<file path="config.mk">
export PLATFORM = sky130hd
export DESIGN_NAME = intel_hex_record_parser
export DESIGN_NICKNAME = d
export VERILOG_FILES = /design/src/design/ihex_pkg.sv /design/src/design/ihex_parse.sv /design/src/design/intel_hex_record_parser.sv
export SDC_FILE = /design/constraint.sdc
export NUM_CORES = 1
export LEC_CHECK = 0
export ABC_CLOCK_PERIOD_IN_PS = 18100
export BUFFER_PORTS_ARGS = -buffer_cell sky130_fd_sc_hd__buf_4
export CAP_MARGIN = 10
export CORE_ASPECT_RATIO = 1.75
export CORE_MARGIN = 3
export CORE_UTILIZATION = 55
export DETAILED_ROUTE_END_ITERATION = 6
export PLACE_DENSITY = 0.75
export SLEW_MARGIN = 10
export SYNTH_ARGS = -nofsm -noshare
export SYNTH_HDL_FRONTEND = slang
export SYNTH_HIERARCHICAL = 1
export SYNTH_SLANG_ARGS = --single-unit
</file>
<file path="constraint.sdc">
create_clock -name clock -period 18.1 [get_ports clock]
set_clock_uncertainty 0.15 [all_clocks]
set_input_delay 2.715 -clock clock [delete_from_list [all_inputs] [get_ports clock]]
set_output_delay 2.715 -clock clock [all_outputs]
set_load 0.05 [all_outputs]
</file>
<file path="src/design/ihex_pkg.sv">
// ----------------------------------------------------------------------------
// ihex_pkg
// Shared types and codes of the Intel HEX record parser.
// ----------------------------------------------------------------------------
package ihex_pkg;

   localparam int unsigned TDATA_W = 56;

   localparam logic       KIND_DATA   = 1'b0;
   localparam logic       KIND_RECORD = 1'b1;

   localparam logic [2:0] ST_OK        = 3'd0;
   localparam logic [2:0] ST_BAD_START = 3'd1;
   localparam logic [2:0] ST_TOO_LONG  = 3'd2;
   localparam logic [2:0] ST_BAD_SUM   = 3'd3;
   localparam logic [2:0] ST_BAD_DIGIT = 3'd4;

   localparam logic [7:0] MAX_LEN_RESET = 8'd16;

   typedef struct packed {
      logic        kind;
      logic [7:0]  data_byte;
      logic [7:0]  byte_index;
      logic [15:0] load_address;
      logic [7:0]  record_type;
      logic [7:0]  data_length;
      logic [2:0]  status;
   } ihex_result_type;

endpackage

</file>
<file path="src/design/ihex_parse.sv">
// ----------------------------------------------------------------------------
// ihex_parse
// Record state machine: decodes one character per beat and produces at most
// one result in the same cycle.
// ----------------------------------------------------------------------------
module ihex_parse (
   input  logic                     clock,
   input  logic                     reset,
   input  logic                     accept,
   input  logic [7:0]               char_code,
   input  logic                     line_start,
   input  logic [7:0]               max_len,
   output logic                     res_valid,
   output ihex_pkg::ihex_result_type res
);
   import ihex_pkg::*;

   localparam logic [2:0] PH_IDLE = 3'd0;
   localparam logic [2:0] PH_LEN  = 3'd1;
   localparam logic [2:0] PH_AHI  = 3'd2;
   localparam logic [2:0] PH_ALO  = 3'd3;
   localparam logic [2:0] PH_TYPE = 3'd4;
   localparam logic [2:0] PH_DATA = 3'd5;
   localparam logic [2:0] PH_CHK  = 3'd6;

   localparam logic [7:0] CHAR_COLON = 8'h3A;

   // {invalid, value}
   function automatic logic [4:0] hex_value(input logic [7:0] c);
      logic [4:0] v;
      if (c >= 8'h30 && c <= 8'h39) begin
         v = {1'b0, 4'(c - 8'h30)};
      end else if (c >= 8'h61 && c <= 8'h66) begin
         v = {1'b0, 4'(c - 8'h57)};
      end else if (c >= 8'h41 && c <= 8'h46) begin
         v = {1'b0, 4'(c - 8'h37)};
      end else begin
         v = 5'h10;
      end
      return v;
   endfunction

   logic [2:0]  phase_ff, phase_in;
   logic        low_next_ff, low_next_in;
   logic [3:0]  high_ff, high_in;
   logic [7:0]  done_ff, done_in;
   logic [7:0]  len_ff, len_in;
   logic [15:0] addr_ff, addr_in;
   logic [7:0]  type_ff, type_in;
   logic [7:0]  sum_ff, sum_in;

   logic [4:0]  digit;
   logic [7:0]  byte_val;
   logic [7:0]  sum_add;
   logic        emit;
   logic        kind;
   logic [2:0]  status;

   assign digit    = hex_value(char_code);
   assign byte_val = {high_ff, digit[3:0]};
   assign sum_add  = 8'(sum_ff + byte_val);

   always_comb begin
      phase_in    = phase_ff;
      low_next_in = low_next_ff;
      high_in     = high_ff;
      done_in     = done_ff;
      len_in      = len_ff;
      addr_in     = addr_ff;
      type_in     = type_ff;
      sum_in      = sum_ff;
      emit        = 1'b0;
      kind        = KIND_RECORD;
      status      = ST_OK;

      if (line_start) begin
         low_next_in = 1'b0;
         high_in     = '0;
         done_in     = '0;
         len_in      = '0;
         addr_in     = '0;
         type_in     = '0;
         sum_in      = '0;
         if (char_code == CHAR_COLON) begin
            phase_in = PH_LEN;
         end else begin
            phase_in = PH_IDLE;
            emit     = 1'b1;
            status   = ST_BAD_START;
         end
      end else if (phase_ff == PH_IDLE || phase_ff > PH_CHK) begin
         phase_in = PH_IDLE;
      end else if (digit[4]) begin
         phase_in = PH_IDLE;
         emit     = 1'b1;
         status   = ST_BAD_DIGIT;
      end else if (!low_next_ff) begin
         high_in     = digit[3:0];
         low_next_in = 1'b1;
      end else begin
         low_next_in = 1'b0;
         case (phase_ff)
            PH_LEN: begin
               len_in = byte_val;
               sum_in = sum_add;
               if (byte_val > max_len) begin
                  phase_in = PH_IDLE;
                  emit     = 1'b1;
                  status   = ST_TOO_LONG;
               end else begin
                  phase_in = PH_AHI;
               end
            end
            PH_AHI: begin
               addr_in  = {byte_val, 8'h00};
               sum_in   = sum_add;
               phase_in = PH_ALO;
            end
            PH_ALO: begin
               addr_in  = {addr_ff[15:8], byte_val};
               sum_in   = sum_add;
               phase_in = PH_TYPE;
            end
            PH_TYPE: begin
               type_in  = byte_val;
               sum_in   = sum_add;
               phase_in = (len_ff != 8'd0) ? PH_DATA : PH_CHK;
            end
            PH_DATA: begin
               sum_in  = sum_add;
               emit    = 1'b1;
               kind    = KIND_DATA;
               done_in = 8'(done_ff + 8'd1);
               if (done_in == len_ff) begin
                  phase_in = PH_CHK;
               end
            end
            default: begin
               phase_in = PH_IDLE;
               emit     = 1'b1;
               status   = (sum_add == 8'd0) ? ST_OK : ST_BAD_SUM;
            end
         endcase
      end
   end

   // record fields come from the updated state: a too-long record reports its length
   always_comb begin
      res.kind         = kind;
      res.data_byte    = (kind == KIND_DATA) ? byte_val : 8'd0;
      res.byte_index   = (kind == KIND_DATA) ? done_ff : 8'd0;
      res.load_address = addr_in;
      res.record_type  = type_in;
      res.data_length  = len_in;
      res.status       = status;
   end

   assign res_valid = accept && emit;

   always_ff @(posedge clock) begin
      if (reset) begin
         phase_ff    <= PH_IDLE;
         low_next_ff <= 1'b0;
         high_ff     <= '0;
         done_ff     <= '0;
         len_ff      <= '0;
         addr_ff     <= '0;
         type_ff     <= '0;
         sum_ff      <= '0;
      end else if (accept) begin
         phase_ff    <= phase_in;
         low_next_ff <= low_next_in;
         high_ff     <= high_in;
         done_ff     <= done_in;
         len_ff      <= len_in;
         addr_ff     <= addr_in;
         type_ff     <= type_in;
         sum_ff      <= sum_in;
      end
   end

endmodule

</file>
<file path="src/design/intel_hex_record_parser.sv">
// ----------------------------------------------------------------------------
// intel_hex_record_parser
// Parses Intel HEX text one character per beat into data bytes and records.
// ----------------------------------------------------------------------------
// Usage:
//   req_*  : one ASCII character per beat; req_tuser flags the first
//            character of a line (a ':' there opens a record).
//   rsp_*  : a data byte result (rsp_tuser = 0) for every data byte, and one
//            record result (rsp_tuser = 1) with status when a record ends,
//            fails or a line starts with something other than ':'.
//   csr_*  : writes max_data_length; always ready, use only while idle.
// Output: a result is registered in the output register behind rsp_*, or in
//   the skid entry while rsp_* stalls. Throughput: one character per cycle
//   while req_tready is high; the record state update (digit decode, 8-bit
//   add, phase step) is combinational. Stall: an output register plus one
//   skid entry; req_tready drops only when both hold results.
// Reset: synchronous; parser goes idle, buffers empty, max_data_length = 16.
// ----------------------------------------------------------------------------
module intel_hex_record_parser (
   input  logic                          clock,
   input  logic                          reset,
   // configuration
   input  logic                          csr_valid,
   output logic                          csr_ready,
   input  logic [7:0]                    csr_data,      // max_data_length
   // character input
   input  logic                          req_tvalid,
   output logic                          req_tready,
   input  logic [7:0]                    req_tdata,     // [7:0] char_code
   input  logic                          req_tuser,     // line_start
   // results
   output logic                          rsp_tvalid,
   input  logic                          rsp_tready,
   // [7:0] data_byte, [15:8] byte_index, [31:16] load_address,
   // [39:32] record_type, [47:40] data_length, [50:48] status, rest zero
   output logic [ihex_pkg::TDATA_W-1:0]  rsp_tdata,
   output logic                          rsp_tuser      // kind
);
   import ihex_pkg::*;

   logic [7:0]      max_len_ff;
   logic            res_valid;
   ihex_result_type res;

   logic            out_valid_ff, out_valid_in;
   ihex_result_type out_ff, out_in;
   logic            skid_valid_ff, skid_valid_in;
   ihex_result_type skid_ff, skid_in;

   logic            accept;
   logic            take;

   assign csr_ready  = 1'b1;
   assign req_tready = !skid_valid_ff;
   assign accept     = req_tvalid && req_tready;
   assign take       = out_valid_ff && rsp_tready;

   always_ff @(posedge clock) begin
      if (reset) begin
         max_len_ff <= MAX_LEN_RESET;
      end else if (csr_valid && csr_ready) begin
         max_len_ff <= csr_data;
      end
   end

   ihex_parse u_parse (
      .clock      (clock),
      .reset      (reset),
      .accept     (accept),
      .char_code  (req_tdata),
      .line_start (req_tuser),
      .max_len    (max_len_ff),
      .res_valid  (res_valid),
      .res        (res)
   );

   always_comb begin
      out_valid_in  = out_valid_ff;
      out_in        = out_ff;
      skid_valid_in = skid_valid_ff;
      skid_in       = skid_ff;
      if (!out_valid_ff || take) begin
         if (skid_valid_ff) begin
            out_valid_in  = 1'b1;
            out_in        = skid_ff;
            skid_valid_in = 1'b0;
         end else begin
            out_valid_in = res_valid;
            out_in       = res;
         end
      end else if (res_valid) begin
         // output stalled: park the new result
         skid_valid_in = 1'b1;
         skid_in       = res;
      end
   end

   always_ff @(posedge clock) begin
      if (reset) begin
         out_valid_ff  <= 1'b0;
         skid_valid_ff <= 1'b0;
      end else begin
         out_valid_ff  <= out_valid_in;
         skid_valid_ff <= skid_valid_in;
      end
      out_ff  <= out_in;
      skid_ff <= skid_in;
   end

   assign rsp_tvalid = out_valid_ff;
   assign rsp_tuser  = out_ff.kind;
   assign rsp_tdata  = {5'd0, out_ff.status, out_ff.data_length, out_ff.record_type,
                        out_ff.load_address, out_ff.byte_index, out_ff.data_byte};

`ifndef NO_ASSERTIONS
   a_skid_behind_out: assert property (@(posedge clock) disable iff (reset)
      skid_valid_ff |-> out_valid_ff)
      else $error("skid entry held while output register empty");

   a_stall_parks: assert property (@(posedge clock) disable iff (reset)
      (out_valid_ff && !rsp_tready && res_valid) |=> skid_valid_ff)
      else $error("result lost while output stalled");

   a_data_status_ok: assert property (@(posedge clock) disable iff (reset)
      (rsp_tvalid && rsp_tuser == KIND_DATA) |-> (out_ff.status == ST_OK))
      else $error("data byte result with nonzero status");
`endif

endmodule

</file>
==> results.json, run 1 <==
{
  "row_count": 59,
  "required_ns": 18.03,
  "clock_path_buffers": 2,
  "drc": 0,
  "synthFlopType": "edfxtp_1",
  "critPathCaptureType": "register",
  "synth_edf_count": 104,
  "synth_seq_cells": 170,
  "antenna_cells": 0,
  "cts-resized-gates": 0,
  "seqCellArea_um2": 4450,
  "timing.rr.start": "u_parse/high_ff[0]",
  "h-tree-depth": 4,
  "firstDrtPassIters": 5,
  "cts_tree": "built",
  "leakage_nw": 3.68,
  "wirelength_mm": 20.2,
  "pwr_density_cell_nw_per_um2": 87.2,
  "vias_per_cell": 6.05,
  "finalPower_mw": 0.848,
  "clkSlewWorstSetupHoldPaths_ns": 0.07,
  "cts_made_buffers": 17,
  "fmax_mhz": 148,
  "ant_nets": 0,
  "worstRegToRegCells": 9,
  "hold_depth": 2,
  "rsz0062_at_grt": "no",
  "cts_setup_buffers": 0,
  "die_w_um": 100,
  "gp_congestion": 0.880,
  "ios": 82,
  "multi_input_area_um2": 3730,
  "worstMarginPinSlew_ns": 1.07,
  "core_area_um2": 15100,
  "post-route-util": 0.646,
  "min_to": "u_parse/addr_ff[2]",
  "tns_ns": 0,
  "grt_pass1_vias": 6158,
  "fillCellCount": 1175,
  "grt_pass1_wl_mm": 31.8,
  "cts_root_buf": "clkbuf_16",
  "critPathLaunchType": "input pin",
  "die_area_um2": 17200,
  "hold_buffers": 0,
  "worst-path-max-fanout": 28,
  "mostFrequentLayoutCell": "edfxtp_1",
  "layout_common_cells": "edfxtp_1 (104), buf_4 (80), nor2_1 (68)",
  "wl_per_cell_um": 20.3,
  "r2r_slack_ns": 14.60,
  "antenna_found_initial": 0,
  "syn_avg_cell_area_um2": 11.5,
  "clk_latency_ns": 0.42,
  "critPathKind": "input pin to register",
  "num_vias": 6017,
  "grt_max_degree": 63,
  "slew_violations": 0,
  "ys_async_sr_fraction": 0,
  "die_y_um": 171,
  "synthCells": 744,
  "syn_to_final_growth_pct": 13.5,
  "io_buffers": 75,
  "period_needed_ns": 6.77,
  "max_slew_margin": 0.285,
  "layout-drive-gt1-share": 0.219,
  "cts_sinks": 170,
  "rr_endpoint": "skid_ff[3]",
  "hold_viol_final": 0,
  "gr-usage-all-layers": 0.240,
  "yosysSeqAreaShare": 0.518,
  "synth_cell_type_count": 76,
  "min_from": "u_parse/addr_ff[2]",
  "min_path_type": "register to register",
  "grt_overflow": 0,
  "drt-initial-drc-count": 345,
  "dp.final_hpwl_mm": 14.5,
  "status": "finished, final reports clean",
  "syn_area_um2": 8570,
  "maxCapViolations": 0,
  "ys_warn_count": 6,
  "period_share": 0.374,
  "start_util": 0.569,
  "setup_viol": 0,
  "cp.arrival_ns": 6.70,
  "nets": 844,
  "ir_drop_v": 0.0000588
}
-- cells by family after synthesis --
group,Yosys count,synth area share
adder cells (fa/ha/maj),24,0.0359
other,2,0.000876
buffers and inverters,79,0.0495
AO/OA/AOI/OAI,162,0.134
XOR/XNOR,21,0.0215
multiplexers,75,0.116
flip-flops,170,0.518
AND/OR/NAND/NOR,211,0.124
-- cell usage after synthesis (5+ instances only) --
cell      number  area [um^2]
edfxtp_1     104         3120
nor2_1        69          259
dfxtp_1       66         1320
mux2_4        47          706
a21oi_1       41          205
nand2_1       41          154
clkbuf_1      31          116
inv_1         29          109
ha_1          23          288
mux2i_1       22          220
o21ai_0       22          110
a22o_1        18          158
and2_1        18          113
a22oi_1       16          120
nand2b_1      16          100
nand3_1       16         80.1
xnor2_1       16          140
nor2b_1       10         62.6
a211oi_1       8         60.1
o32ai_1        8         70.1
buf_4          7         52.6
nor3_1         7         35.0
mux2_2         5         56.3
o211ai_1       5         37.5
o21ai_1        5         25.0
xor2_1         5         43.8
-- cell type report --
class                      instances  area share
tap                              183      0.0235
clock inverter                    14      0.0179
multi-input combinational        499       0.383
clock buffer                      18      0.0451
inverter                          30      0.0116
sequential                       170       0.457
timing repair buffer              80      0.0617
-- metrics by stage --
stage	hold slack (ns)	cell area [um^2]	setup WS [ns]	cells
finish	0.323	9730	11.33	994
global route	0.349	9730	11.12	994
CTS	0.320	9730	11.35	994
detailed placement	0.303	9120	10.89	962
global placement	0.287	9120	10.99	962
floorplan	0.275	8590	10.19	748
-- routing by layer --
layer | vias up | GRT usage | share of wire
li1 | 2831 | - | -
met1 | 2896 | 0.261 | 0.37
met2 | 230 | 0.437 | 0.54
met3 | 60 | 0.0384 | 0.044
met4 | 0 | 0.130 | 0.046
met5 | - | 0 | 0
-- power breakdown --
part | internal (mW) | leakage [nW] | switching [mW]
clock network | 0.202 | 0.294 | 0.167
registers | 0.414 | 1.61 | 0.00257
logic | 0.0179 | 1.78 | 0.0443
-- worst max-delay path, stage by stage --
cell and delay, ns:
buf_4 0.14, or4b_4 0.56, or3_1 0.46, o21ai_1 0.45
inv_1 0.18, ha_1 0.23, nor2b_1 0.11, o211ai_1 0.10
a21oi_1 0.14, o22ai_1 0.13, a31oi_1 0.21, o31a_1 0.17
inv_1 0.07, nor2_4 0.55, buf_4 0.46
-- worst max path at each step --
stage	slack, ns	endpoint	start
final	11.33	skid_ff[3]	req_tdata[3]
after floorplan	10.19	skid_ff[0]	req_tdata[3]
after global placement	10.99	skid_ff[10]	req_tdata[3]
after CTS	11.35	skid_ff[3]	req_tdata[3]
after detailed placement	10.89	skid_ff[9]	req_tdata[3]
after global routing	11.12	skid_ff[3]	req_tdata[1]
-- sequential cells by signal, summed over array words and instances (netlist names) --
register / flops
u_parse/type_ff: 8
u_parse/addr_ff: 16
rsp_tuser: 1
u_parse/sum_ff: 8
rsp_tdata: 51
max_len_ff: 8
u_parse/done_ff: 8
skid_ff: 52
u_parse/len_ff: 8
rsp_tvalid: 1
u_parse/high_ff: 4
skid_valid_ff: 1
u_parse/low_next_ff: 1
u_parse/phase_ff: 3
Power figures use the tool's default switching activity.
==> run 2, diff against run 1 <==
Settings changed: ABC_CLOCK_PERIOD_IN_PS 18100 to 5820, CORE_UTILIZATION 55 to 54, PLACE_DENSITY 0.75 to 0.77.
Clock period 18.1 ns to 5.82 ns, I/O delays scaled along.
==> run 2 against run 1 <==
Against the previous run:
- setup slack worse by 10 ns
- routed wire length decreased by 5.5%
- critical endpoint is now skid_ff[30]
- core utilization is 1.7 points lower
- first-iteration DRC count up 57%
- largest cell class unchanged
- count of clock-buffer cells in the layout stayed put
- sequential power rose to 3.1 times the previous value
- design area is essentially flat
==> results.json, run 2 (synthesized netlist as in run 1, its figures left out) <==
{
  "status": "finished, final reports clean",
  "clkSlewWorstSetupHoldPaths_ns": 0.07,
  "fillCellCount": 1228,
  "wirelength_mm": 19.1,
  "p_clk_frac": 0.423,
  "crit_chain": "buf_4, inv_1, ha_1, nor3b_1, or3_1, o22ai_1, a22o_1, ha_1, o211ai_1, a21oi_1, o22ai_1, a31oi_1, o31a_1, inv_1, nor2_4, buf_12",
  "critPathSlowestCell": "nor2_4",
  "detailedPlace.worstSlack_ns": 0.938,
  "cts-resized-gates": 0,
  "setup_viol": 0,
  "fmax_mhz": 222,
  "timing.rr.start": "u_parse/phase_ff[1]",
  "dp.final_hpwl_mm": 13.4,
  "worst-path-buf-inv": 4,
  "setup_slack_ns": 1.31,
  "min_from": "u_parse/type_ff[3]",
  "worstMarginPinSlew_ns": 1.21,
  "h-tree-depth": 4,
  "cts_setup_buffers": 0,
  "ant_nets": 0,
  "combPwrFrac": 0.076,
  "drt-initial-drc-count": 541,
  "min_path_type": "register to register",
  "netSwitchingFraction": 0.258,
  "cp_top_family": "simple AND/OR/NAND/NOR gates",
  "row_count": 60,
  "antenna_found_initial": 0,
  "grt_pass1_vias": 6058,
  "firstDrtPassIters": 6,
  "die_w_um": 101,
  "cp.arrival_ns": 4.49,
  "pwr_density_cell_nw_per_um2": 266,
  "hold_buffers": 0,
  "top_register": "skid_ff",
  "finalPower_mw": 2.59,
  "worst-path-max-fanout": 27,
  "start_util": 0.554,
  "r2r_slack_ns": 2.50,
  "ios": 82,
  "crit_path_end": "skid_ff[30]",
  "cts_tree": "built",
  "clock_path_buffers": 2,
  "clk_latency_ns": 0.42,
  "required_ns": 5.80,
  "die_y_um": 173,
  "hold_viol_final": 0,
  "grt_max_degree": 63,
  "vias_per_cell": 6.09,
  "grt_pass1_wl_mm": 31.0,
  "rsz0062_at_grt": "no",
  "nets": 845,
  "leakage_nw": 3.64,
  "intPower_mw": 1.92,
  "max_slew_margin": 0.191,
  "maxCapViolations": 0,
  "power_switching_mw": 0.668,
  "syn_to_final_growth_pct": 13.6,
  "cts_made_buffers": 17,
  "core_area_um2": 15500,
  "drc": 0,
  "power_frac_seq": 0.501,
  "rr_endpoint": "rsp_tdata[40]",
  "cts_root_buf": "clkbuf_16",
  "io_buffers": 75,
  "gr-usage-all-layers": 0.224,
  "placed_cells": 966,
  "layout_common_cells": "edfxtp_1 (104), buf_4 (80), nor2_1 (68)",
  "cts_sinks": 170,
  "finalNonFillerCells": 998,
  "layout-drive-gt1-share": 0.223,
  "period_share": 0.775,
  "antenna_cells": 0,
  "cp_num_cells": 16,
  "period_needed_ns": 4.51,
  "worstRegToRegCells": 7,
  "gp_congestion": 0.901,
  "wl_per_cell_um": 19.1,
  "critPathCaptureType": "register",
  "startpoint": "req_tdata[1]",
  "largest_register_ffs": 52,
  "num_vias": 6078,
  "slew_violations": 0,
  "mostFrequentLayoutCell": "edfxtp_1",
  "ir_drop_v": 0.000204,
  "critPathLaunchType": "input pin",
  "grt_overflow": 0,
  "die_area_um2": 17500,
  "critPathKind": "input pin to register",
  "timing.critical_path.slowest_cell_delay_ns": 0.58
}
run 2: per-stage QoR:
stage                     hold slack [ns]  utilization  cell area (um^2)  setup TNS (ns)
after global routing                0.347        0.629              9730               0
after detailed placement            0.295        0.592              9160               0
after floorplan                     0.275            -              8600           -5.78
final                               0.302        0.629              9730               0
after global placement              0.285        0.592              9160               0
after CTS                           0.305        0.629              9730               0
run 2: metal layers:
layer,global-route usage,part of all wire
met3,0.0464,0.063
met4,0.109,0.041
met1,0.263,0.38
met5,0,0
met2,0.381,0.52
run 2: area by class of cell:
class	instances	area, um^2	share of cell area
clock buffer	18	429	0.0441
clock inverter	14	149	0.0153
inverter	30	113	0.0116
multi-input combinational	499	3740	0.384
sequential	170	4450	0.457
tap	186	233	0.0239
timing repair buffer	81	621	0.0638
run 2: how the worst min path moves through the flow:
stage	to	slack [ns]	depth (start not counted)
after global routing	u_parse/type_ff[3]	0.35	2
after CTS	u_parse/type_ff[3]	0.31	2
after global placement	u_parse/addr_ff[2]	0.28	2
final	u_parse/type_ff[3]	0.30	2
after detailed placement	u_parse/addr_ff[2]	0.29	2
after floorplan	u_parse/addr_ff[2]	0.27	2
run 2: power by group through the flow:
stage	logic, mW	registers [mW]	clock network (mW)
floorplan	0.0851	1.38	0
global placement	0.192	1.32	0
detailed placement	0.196	1.32	0
CTS	0.196	1.30	1.11
global route	0.207	1.30	1.16
finish	0.197	1.30	1.09
run 2: worst reg2reg max path, delay by kind of cell (launching register included):
family                   cells  cell delay (ns)
flip-flops                   1             0.41
AND/OR/NAND/NOR              2             0.87
AO/OA/AOI/OAI                3             1.20
multiplexers                 1             0.24
adder cells (fa/ha/maj)      1             0.32
==> run 3, diff against run 2 <==
Settings changed: ABC_CLOCK_PERIOD_IN_PS 5820 to 3660.
Clock period 5.82 ns to 3.66 ns, I/O delays scaled along.
==> run 3 against run 2 <==
Against the previous run:
- non-clock buffer count up 43
- sequential power up 58%
- worst hold slack worse by 0.12 ns
- cell count up 4.3%
- sequential share of layout area down 2.0 points
- setup slack worse by 1.2 ns
- design area up 4.5%
- count of clock-buffer cells in the layout unchanged
- global-route usage up 0.61 points
- core utilization up 2.8 points
- register-to-register slack worse by 1.9 ns
- critical path depth down 2
- critical path type unchanged
- largest power group unchanged
- highest routed layer unchanged
==> results.json, run 3 (synthesized netlist as in run 1, its figures left out) <==
{
  "status": "finished, final reports clean",
  "netSwitchingFraction": 0.258,
  "gr-usage-all-layers": 0.230,
  "power_switching_mw": 1.07,
  "period_needed_ns": 3.59,
  "cts_root_buf": "clkbuf_16",
  "hold_buffers": 0,
  "firstDrtPassIters": 5,
  "critPathSlowestCell": "or4b_4",
  "start_util": 0.554,
  "fmax_mhz": 278,
  "hold_viol_final": 0,
  "clkSlewWorstSetupHoldPaths_ns": 0.07,
  "critPathLaunchType": "input pin",
  "wl_per_cell_um": 19.5,
  "io_buffers": 75,
  "nets": 888,
  "gp_congestion": 0.924,
  "period_share": 0.982,
  "clock_path_buffers": 2,
  "cp.arrival_ns": 3.62,
  "antenna_found_initial": 0,
  "power_frac_seq": 0.498,
  "critPathCaptureType": "register",
  "clk_latency_ns": 0.43,
  "core_area_um2": 15500,
  "largest_register_ffs": 52,
  "mostFrequentLayoutCell": "buf_4",
  "fillCellCount": 1138,
  "post-route-util": 0.658,
  "leakage_nw": 3.93,
  "ir_drop_v": 0.000306,
  "syn_to_final_growth_pct": 18.7,
  "worstRegToRegCells": 6,
  "timing.critical_path.slowest_cell_delay_ns": 0.54,
  "rsz0062_at_grt": "yes",
  "drc": 0,
  "dp.final_hpwl_mm": 14.6,
  "critPathKind": "input pin to register",
  "cp_num_cells": 14,
  "die_area_um2": 17500,
  "setup_viol": 0,
  "slew_violations": 0,
  "cp_top_family": "simple AND/OR/NAND/NOR gates",
  "die_y_um": 173,
  "tns_ns": 0,
  "finalPower_mw": 4.14,
  "h-tree-depth": 4,
  "vias_per_cell": 6.05,
  "required_ns": 3.68,
  "maxCapViolations": 0,
  "hold_depth": 2,
  "top_register": "skid_ff",
  "min_path_type": "input pin to register",
  "grt_overflow": 0,
  "design_area_um2": 10200,
  "worst-path-buf-inv": 2,
  "dpl_cell_area_um2": 9480,
  "num_vias": 6300,
  "combPwrFrac": 0.081,
  "cts_tree": "built",
  "grt_max_degree": 63,
  "layout_common_cells": "buf_4 (122), edfxtp_1 (104), nor2_1 (68)",
  "intPower_mw": 3.07,
  "max_slew_margin": 0.373,
  "pwr_density_cell_nw_per_um2": 407,
  "p_clk_frac": 0.421,
  "worst-path-max-fanout": 3,
  "layout-drive-gt1-share": 0.281,
  "ant_nets": 0,
  "row_count": 60,
  "die_w_um": 101,
  "wirelength_mm": 20.3,
  "crit_chain": "buf_4, or4b_4, or3_4, o21ai_4, ha_4, inv_1, fa_2, nor2b_4, o21ai_1, xnor2_1, nor3_2, and4b_2, o31ai_2, mux2_2",
  "cts_sinks": 170,
  "worstMarginPinSlew_ns": 0.941,
  "ios": 82,
  "antenna_cells": 0,
  "grt_pass1_wl_mm": 31.8,
  "cts_made_buffers": 17,
  "grt_pass1_vias": 6243,
  "drt-initial-drc-count": 444
}
-- run 3: what timing repair did --
action | CTS | global route
setup buffers | 0 | 1
pin swaps | 3 | 6
setup endpoints to repair | 2 | 55
gates resized for setup | 9 | 14
-- run 3: through the flow --
stage               cells  worst slack, ns  hold WS, ns
finish               1041           0.0662        0.179
global placement     1008           -0.441        0.285
global route         1041          -0.0669        0.181
floorplan             748            -1.95        0.275
CTS                  1040           0.0332        0.172
detailed placement   1008           -0.559        0.294
-- run 3: area by class of cell --
| cell class | count | area (um^2) | area share |
|---|---|---|---|
| flip-flops and latches | 170 | 4450 | 0.437 |
| multi-input cells | 499 | 3840 | 0.378 |
| repair buffers | 124 | 956 | 0.0940 |
| clock buffers | 18 | 429 | 0.0422 |
| well taps | 186 | 233 | 0.0229 |
| clock inverters | 14 | 149 | 0.0146 |
| inverters | 30 | 113 | 0.0111 |
-- run 3: final timing paths --
| path | start | to | slack [ns] |
|---|---|---|---|
| max | req_tdata[3] | rsp_tdata[48] | 0.07 |
| min | csr_data[4] | max_len_ff[4] | 0.18 |
| max reg2reg | u_parse/phase_ff[1] | rsp_tuser | 0.57 |
| min reg2reg | u_parse/addr_ff[1] | u_parse/addr_ff[1] | 0.31 |
-- run 3: layer usage --
| metal | share of wire | vias to the layer above | track usage |
|---|---|---|---|
| li1 | - | 2917 | - |
| met1 | 0.37 | 3017 | 0.261 |
| met3 | 0.058 | 85 | 0.0388 |
| met2 | 0.53 | 281 | 0.408 |
| met4 | 0.043 | 0 | 0.109 |
| met5 | 0 | - | 0 |
-- run 3: worst register-to-register path, stage by stage (launching register included) --
cell       delay, ns
dfxtp_1         0.41
ha_1            0.33
o21ai_0         0.33
o2111ai_1       0.36
nor2_1          0.69
inv_1           0.25
mux2_2          0.33
-- run 3: power by group through the flow --
stage               registers (mW)  clock network [mW]  logic [mW]
detailed placement            2.11                   0       0.329
global route                  2.06                1.85       0.354
floorplan                     2.19                   0       0.134
global placement              2.10                   0       0.322
CTS                           2.06                1.77       0.331
finish                        2.06                1.74       0.337
